==> src/design/tiled_raster_bilinear_sampler_top_defines.svh <==
// assertion macros for the tiled raster sampler
`ifndef TILED_RASTER_BILINEAR_SAMPLER_TOP_DEFINES_SVH
`define TILED_RASTER_BILINEAR_SAMPLER_TOP_DEFINES_SVH

// same-cycle implication, checked out of reset
`define TRBS_ASSERT_NOW(lbl, ante, cons, msg) \
    lbl: assert property (@(posedge i_clk) disable iff (!i_rst_n) (ante) |-> (cons)) \
        else $error(msg);

// next-cycle implication, checked out of reset
`define TRBS_ASSERT_NEXT(lbl, ante, cons, msg) \
    lbl: assert property (@(posedge i_clk) disable iff (!i_rst_n) (ante) |=> (cons)) \
        else $error(msg);

`endif

==> src/design/trbs_pkg.sv <==
package trbs_pkg;

    // divider widths
    localparam int DVN_W = 44;
    localparam int DVD_W = 33;
    localparam int CNT_W = 6;

    // shared multiplier operand width
    localparam int MUL_W = 34;

    // configuration port
    localparam int CFG_IDX_W = 3;
    localparam int CFG_DW    = 41;

    // register indexes
    localparam logic [CFG_IDX_W-1:0] REG_RASTER_WIDTH  = 3'd0;
    localparam logic [CFG_IDX_W-1:0] REG_RASTER_HEIGHT = 3'd1;
    localparam logic [CFG_IDX_W-1:0] REG_TILE_WIDTH    = 3'd2;
    localparam logic [CFG_IDX_W-1:0] REG_TILE_LENGTH   = 3'd3;
    localparam logic [CFG_IDX_W-1:0] REG_LON_ORIGIN    = 3'd4;
    localparam logic [CFG_IDX_W-1:0] REG_LAT_ORIGIN    = 3'd5;
    localparam logic [CFG_IDX_W-1:0] REG_LON_STEP      = 3'd6;
    localparam logic [CFG_IDX_W-1:0] REG_LAT_STEP      = 3'd7;

    // result status codes
    localparam logic [1:0] ST_OK      = 2'd0;
    localparam logic [1:0] ST_OUTSIDE = 2'd1;
    localparam logic [1:0] ST_BEYOND  = 2'd2;

    // divider request and response
    typedef struct packed {
        logic             start;
        logic [DVD_W-1:0] init_rem;
        logic [DVN_W-1:0] dividend;
        logic [CNT_W-1:0] count;
        logic [DVD_W-1:0] divisor;
    } t_div_req;

    typedef struct packed {
        logic             done;
        logic [DVN_W-1:0] quot;
        logic [DVD_W-1:0] rem;
    } t_div_rsp;

endpackage

==> src/design/trbs_div.sv <==
module trbs_div
    import trbs_pkg::*;
(
    input  logic     i_clk,
    input  logic     i_rst_n,
    input  t_div_req i_req,
    output t_div_rsp o_rsp
);

    logic             r_busy;
    logic             r_done;
    logic [CNT_W-1:0] r_cnt;
    logic [DVD_W-1:0] r_rem;
    logic [DVN_W-1:0] r_dvn;
    logic [DVN_W-1:0] r_quot;
    logic [DVD_W-1:0] r_dsr;

    logic [DVD_W:0] trial;
    logic [DVD_W:0] diff;
    logic           ge;

    // one restoring step: shift in the next dividend bit, subtract if it fits
    always_comb begin
        trial = {r_rem, r_dvn[DVN_W-1]};
        diff  = trial - {1'b0, r_dsr};
        ge    = trial >= {1'b0, r_dsr};
    end

    // control
    always_ff @(posedge i_clk) begin
        if (!i_rst_n) begin
            r_busy <= 1'b0;
            r_done <= 1'b0;
            r_cnt  <= '0;
        end else begin
            r_done <= 1'b0;
            if (i_req.start) begin
                r_busy <= 1'b1;
                r_cnt  <= i_req.count;
            end else if (r_busy) begin
                r_cnt <= r_cnt - 1'b1;
                if (r_cnt == CNT_W'(1)) begin
                    r_busy <= 1'b0;
                    r_done <= 1'b1;
                end
            end
        end
    end

    // datapath
    always_ff @(posedge i_clk) begin
        if (i_req.start) begin
            r_rem  <= i_req.init_rem;
            r_dvn  <= i_req.dividend;
            r_quot <= '0;
            r_dsr  <= i_req.divisor;
        end else if (r_busy) begin
            r_rem  <= ge ? diff[DVD_W-1:0] : trial[DVD_W-1:0];
            r_dvn  <= {r_dvn[DVN_W-2:0], 1'b0};
            r_quot <= {r_quot[DVN_W-2:0], ge};
        end
    end

    assign o_rsp.done = r_done;
    assign o_rsp.quot = r_quot;
    assign o_rsp.rem  = r_rem;

endmodule

==> config.mk <==
export PLATFORM = sky130hd
export DESIGN_NAME = trbs_div
export DESIGN_NICKNAME = d
export VERILOG_FILES = /design/src/design/tiled_raster_bilinear_sampler_top_defines.svh /design/src/design/trbs_pkg.sv /design/src/design/trbs_div.sv
export SDC_FILE = /design/constraint.sdc
export NUM_CORES = 1
export LEC_CHECK = 0
export BUFFER_PORTS_ARGS = -buffer_cell sky130_fd_sc_hd__buf_2
export CORE_MARGIN = 2
export CORE_UTILIZATION = 49
export CTS_CLUSTER_DIAMETER = 120
export DETAILED_ROUTE_END_ITERATION = 6
export PLACE_DENSITY = 0.85
export SYNTH_ARGS = -nofsm -noshare
export SYNTH_HDL_FRONTEND = slang
export SYNTH_SLANG_ARGS = --single-unit
==> constraint.sdc <==
create_clock -name i_clk -period 3.05 [get_ports i_clk]
set_clock_uncertainty 0.2 [all_clocks]
set_input_delay 0.305 -clock i_clk [delete_from_list [all_inputs] [get_ports i_clk]]
set_output_delay 0.305 -clock i_clk [all_outputs]
set_load 0.01 [all_outputs]
==> results of run 1 <==
through the flow:
step                       util  power [W]  std cells
after global placement    0.608    0.00659       1255
after floorplan               -    0.00527        775
after global routing      0.714    0.00981       1401
after detailed placement  0.608    0.00668       1255
final                     0.714    0.00935       1402
after CTS                 0.705    0.00908       1395
timing repair:
action | CTS | global route
setup endpoints to repair | 33 | 34
hold buffers | 99 | 0
pin swaps | 2 | 22
hold endpoints to repair | 99 | 0
buffers inserted | 9 | 8
gates cloned | 0 | 0
gates resized for setup | 15 | 24
cell families (layout without fill, tap and decap cells):
kind of cell,Yosys count,after routing,share of synthesized area
AO/OA/AOI/OAI,156,156,0.136
XOR/XNOR,27,27,0.0276
adder cells (fa/ha/maj),36,36,0.0534
buffers and inverters,82,483,0.0404
flip-flops,162,162,0.507
multiplexers,88,88,0.109
other,0,1,0
AND/OR/NAND/NOR,224,224,0.127
cell type report:
cell class	instances	area (um^2)
clock inverter	12	92.6
multi-input combinational	531	4010
sequential	162	4350
antenna	1	2.50
timing repair buffer	406	2910
inverter	45	169
clock buffer	20	457
fill	1163	4910
tap	225	282
worst paths after layout:
check | from | endpoint | slack [ns] | depth (start not counted)
worst min-delay path | i_req[82] | r_dvn[43] | 0.01 | 2
worst max-delay path | r_dvn[43] | r_rem[0] | -0.37 | 13
worst max register to register | r_dvn[43] | r_rem[0] | -0.37 | 13
worst min register to register | r_busy | r_quot[0] | 0.29 | 1
per-layer routing:
metal	track usage	vias up	wire length, um
li1	-	3630	-
met4	0.0943	0	664
met5	0	-	0
met3	0.0664	58	1460
met1	0.301	3611	9830
met2	0.446	273	11800
registers in the layout, indices dropped and copies added, names as in the netlist:
| signal | flops |
|---|---|
| r_busy | 1 |
| r_dvn | 44 |
| r_rem | 33 |
| r_cnt | 6 |
| r_dsr | 33 |
| r_done | 1 |
| r_quot | 44 |
synthesized netlist by cell type (3+ instances only):
master    instances  area (um^2)
a211oi_1          6         45.0
and4_1            4         35.0
nand2_2          12         75.1
nand2b_1          4         25.0
dfxtp_1          52         1040
and2_1            6         37.5
o211ai_1          7         52.6
xor2_1            6         52.6
nor2_1           86          323
buf_2             3         15.0
nand3_1          11         55.1
a221o_1           6         60.1
nor3_1           15         75.1
nor2b_1           3         18.8
edfxtp_1        110         3300
nand4_1           6         37.5
a21o_1           19          143
o21bai_1          3         22.5
nor4_1            4         25.0
buf_1             8         30.0
a21oi_1          42          210
o31ai_1           3         22.5
ha_1             35          438
mux2_2           44          495
mux2i_1          44          440
clkbuf_1         21         78.8
xnor2_1          21          184
nand2_1          45          169
a31oi_2          12          150
inv_1            45          169
and3_1           14         87.6
o21ai_0          24          120
a31oi_1           4         25.0
worst max-delay path, cell delays in order (launching register included):
cell and delay (ns):
edfxtp_1 0.39, inv_1 0.07, ha_2 0.17, inv_2 0.04, fa_2 0.33, a21o_1 0.22, a221oi_2 0.28, and4_4 0.29
o311ai_4 0.11, a2111o_1 0.49, buf_6 0.15, a21oi_2 0.15, a21oi_2 0.04, mux2_2 0.26
power by group through the flow:
stage | Combinational, W | Sequential [W] | Clock [W]
2_1_floorplan | 0.00229 | 0.00298 | 0
5_1_grt | 0.00475 | 0.00290 | 0.00216
3_5_place_dp | 0.00378 | 0.00290 | 0
4_1_cts | 0.00414 | 0.00287 | 0.00207
6_report | 0.00444 | 0.00287 | 0.00204
3_3_place_gp | 0.00370 | 0.00289 | 0
==> run metrics, run 1 <==
run status finished, violations left; failing checks negative setup slack; Die X 136 um; layout cell share with drive strength beyond 1 0.376; Vias/cell 5.40; Seq cells post-synth 162; Area growth, synth to finish 43.0%; Final Hold Viols 0; Leakage 5.43 nW; dpl hpwl 15800 um; Inserted Clock Buffers 17; Detail Route Antenna Nets 0; Post-synth EDFFs 110; clk root buf clkbuf_16; max frequency 0.293 GHz; crit share post-route 1.12; number of setup violations in the final report 34; Max H-tree Level 4; 1st-iter DRT viols 449; Synth cell types 67; first-pass GRT wire length 36900 um; DRT Wirelength 23800 um; Vias 7572; Min Hold Slack 0.0119 ns; die height 136 um; DRT Pass-1 Iters 6; worst hold-check path type in2reg; Synth Flop Type edfxtp_1; DP Area 10400 um^2; endpoint class of the critical path flip-flop; GRT overflow 0; slew margin rel. 0.492; unrepaired setup endpoints after global routing true; gp weighted congestion 0.917; CTS Buffer Depth 2; CTS tree done; Syn Nets 930; Yosys warnings 0; routed len/inst 17.0 um; sw frac 0.359; Starting Density 0.499; latest clock arrival within the worst-skew pair 0.44 ns; fin area 12300 um^2; critical path arrival 3.40 ns; combinational power share 0.475; initial antenna violation count 0; largest net degree at the start of global routing 49; startpoint types flip-flop; Sink Count 162; Power Internal 0.00600 W; commonest non-fill, non-tap cells in the layout buf_2 (195), edfxtp_1 (110), dlygate4sd3_1 (99); core footprint 17200 um^2; vias in the first global route 7535; sequential share of power 0.307; Crit path required time 3.03 ns; crit path kind reg2reg; Psw 0.00336 W; syn_area_per_cell 11.1 um^2; # port buffers 196; Rows 48; I/O Pins 197; register area share after synthesis 0.507; commonest non-fill, non-tap cell in the layout buf_2; asr flop ratio synth 0; Post-Syn Area 8580 um^2; fin nets 1318; pre-CTS setup slack -0.366 ns; CP Max Fanout 3; worst slew pin tran 0.762 ns; Slew Limit Fails 0; Final min period 3.42 ns; final worst setup slack -0.368 ns; Clock Power Share 0.218; Clock Pin Slew Worst Setup and Hold Paths 0.06 ns; max-cap violations 0; Pwr Density 763 nW/um^2; Mapped Cells 775; die area 18600 um^2; gr usage total 0.255; VDD IR-drop max 0.526 mV; TNS Setup -10.24 ns; DRC Markers 0
Power figures use the tool's default switching activity.
==> run 2, diff against run 1 <==
--- a/config.mk
+++ b/config.mk
@@ -10,7 +10,7 @@
 export CORE_UTILIZATION = 49
 export CTS_CLUSTER_DIAMETER = 120
 export DETAILED_ROUTE_END_ITERATION = 6
-export PLACE_DENSITY = 0.85
+export PLACE_DENSITY = 0.79
 export SYNTH_ARGS = -nofsm -noshare
 export SYNTH_HDL_FRONTEND = slang
 export SYNTH_SLANG_ARGS = --single-unit
==> run 2 against run 1 <==
The flow still finishes with violations (negative setup slack). Utilization is 1.3 points higher. Highest routed layer unchanged. Setup slack worse by 0.020 ns. Routed wire length is 5.1% higher. Combinational power is 7.4% higher. Critical path depth is 1 higher. Non-clock buffer count is 4 higher. Sequential share of layout area is 0.64 points lower. Via count is 1.7% higher. Fmax is 0.57% lower.
==> run metrics, run 2 (same netlist as run 1, synthesis figures left out) <==
Vias/cell 5.47 (+1.2%); die area 18600 um^2 (unchanged); CP Max Fanout 6 (+3); pre-CTS setup slack -0.493 ns (-0.126 ns); max frequency 0.291 GHz (-0.57%); DRT Pass-1 Iters 5 (-1); Detail Route Antenna Nets 0 (unchanged); crit path max-delay cell type edfxtp_1; DR WL met2 12600 um (+6.1%); Rows 48 (unchanged); core footprint 17200 um^2 (unchanged); commonest non-fill, non-tap cells in the layout buf_2 (195), edfxtp_1 (110), buf_4 (100); met1 wire length 10000 um (+2.0%); gr usage total 0.263 (+0.00848); crit-path max cell delay 0.41 ns (-0.08 ns); final worst setup slack -0.388 ns (-0.0197 ns); slew margin rel. 0.461 (-0.0313); crit share post-route 1.13 (+0.00647); fin nets 1323 (+0.38%); # port buffers 196 (unchanged); CTS tree done; 1st-iter DRT viols 548 (+22%); failing checks negative setup slack; critical path arrival 3.42 ns (+0.02 ns); Psw 0.00364 W (+8.2%); run status finished, violations left; endpoint class of the critical path flip-flop; Min Hold Slack 0.0167 ns (+0.00474 ns); combinational power share 0.488 (+0.013); Sink Count 162 (unchanged); Crit path required time 3.03 ns (about the same); unrepaired setup endpoints after global routing true; CP delay by family, top compound AO/OA/AOI/OAI gates; Vias 7698 (+1.7%); number of setup violations in the final report 34 (unchanged); Placed Instances 1259 (+0.32%); Max H-tree Level 4 (unchanged); WL met3 1540 um (+5.3%); first-pass GRT wire length 37800 um (+2.6%); DR top layer met4; layout cell share with drive strength beyond 1 0.393 (+0.0170); Final Power 0.00977 W (+4.5%); Final Hold Viols 0 (unchanged); CTS Buffer Depth 2 (unchanged); I/O Pins 197 (unchanged); worst hold-check path type in2reg; DRT Wirelength 25000 um (+5.1%); Power Internal 0.00614 W (+2.3%); worst slew pin tran 0.808 ns (+0.0457 ns); sw frac 0.372 (+0.0129); gp weighted congestion 0.929 (+1.4%); sequential share of power 0.294 (-0.013); largest net degree at the start of global routing 91 (+86%); Final Non-Filler Cells 1408 (+0.43%); CP cell instances inv_2 -> ha_4 -> inv_2 -> fa_2 -> a21o_1 -> a221oi_4 -> and4_4 -> o311ai_4 -> a2111oi_4 -> buf_4 -> nor2_4 -> buf_4 -> o211ai_1 -> nand4_1; routed len/inst 17.8 um (+4.6%); Slew Limit Fails 0 (unchanged); TNS Setup -10.82 ns (-0.582 ns); Inserted Clock Buffers 17 (unchanged); Final min period 3.44 ns (+0.0197 ns); Clock Pin Slew Worst Setup and Hold Paths 0.07 ns (about the same); commonest non-fill, non-tap cell in the layout buf_2; DRC Markers 0 (unchanged); VDD IR-drop max 0.528 mV (+0.31%); Leakage 5.50 nW (+1.2%); Area growth, synth to finish 45.6%; vias in the first global route 7773 (+3.2%); latest clock arrival within the worst-skew pair 0.43 ns (about the same); startpoint types flip-flop; GRT overflow 0 (unchanged); max-cap violations 0 (unchanged); Pwr Density 783 nW/um^2 (+2.6%); Die X 136 um (unchanged); crit path kind reg2reg; die height 136 um (unchanged); initial antenna violation count 1 (+1); Starting Density 0.499 (unchanged); buffers plus inverters on the worst setup path 4 (+1); clk root buf clkbuf_16; dpl hpwl 15800 um (+0.15%); Clock Power Share 0.217 (about the same); largest registers r_dvn (44), r_quot (44)
run 2: routing by layer:
layer,GRT usage,vias to the layer above
met2,0.457,291
met4,0.111,0
met1,0.312,3688
met3,0.0626,80
met5,0,-
li1,-,3639
run 2: path summary, 6_finish.rpt:
kind                    from          to  slack (ns)  cells past startpoint
hold / removal    i_req[107]   r_rem[24]        0.02                      2
setup reg to reg   r_dvn[43]   r_rem[31]       -0.39                     14
hold reg to reg   r_quot[43]  r_quot[43]        0.30                      2
setup / recovery   r_dvn[43]   r_rem[31]       -0.39                     14
run 2: final cells by class:
cell class,instances,area (um^2)
sequential,162,4350
tap,225,282
timing repair buffer,410,2960
inverter,45,169
antenna,2,5.00
fill,1183,4690
multi-input combinational,532,4150
clock buffer,17,425
clock inverter,15,158
run 2: power by group through the flow:
stage	Combinational [W]	Sequential (W)	Clock (W)
after floorplan	0.00229	0.00298	0
after CTS	0.00422	0.00287	0.00214
after global placement	0.00375	0.00289	0
after global routing	0.00510	0.00290	0.00223
after detailed placement	0.00382	0.00290	0
final	0.00477	0.00288	0.00212
run 2: what timing repair did:
action                                 4_1_cts  5_1_grt
hold buffers                                95        3
gates resized for setup                     23       45
buffers inserted                             9        7
setup endpoints to repair                   34       34
endpoints found under the hold margin       97        3
cloned                                       1        1
pin swaps                                    7       25
run 2: stage by stage:
step	cell area, um^2	utilization
3_3_place_gp	10500	0.609
4_1_cts	12200	0.710
5_1_grt	12500	0.727
2_1_floorplan	8610	-
6_report	12500	0.727
3_5_place_dp	10500	0.609
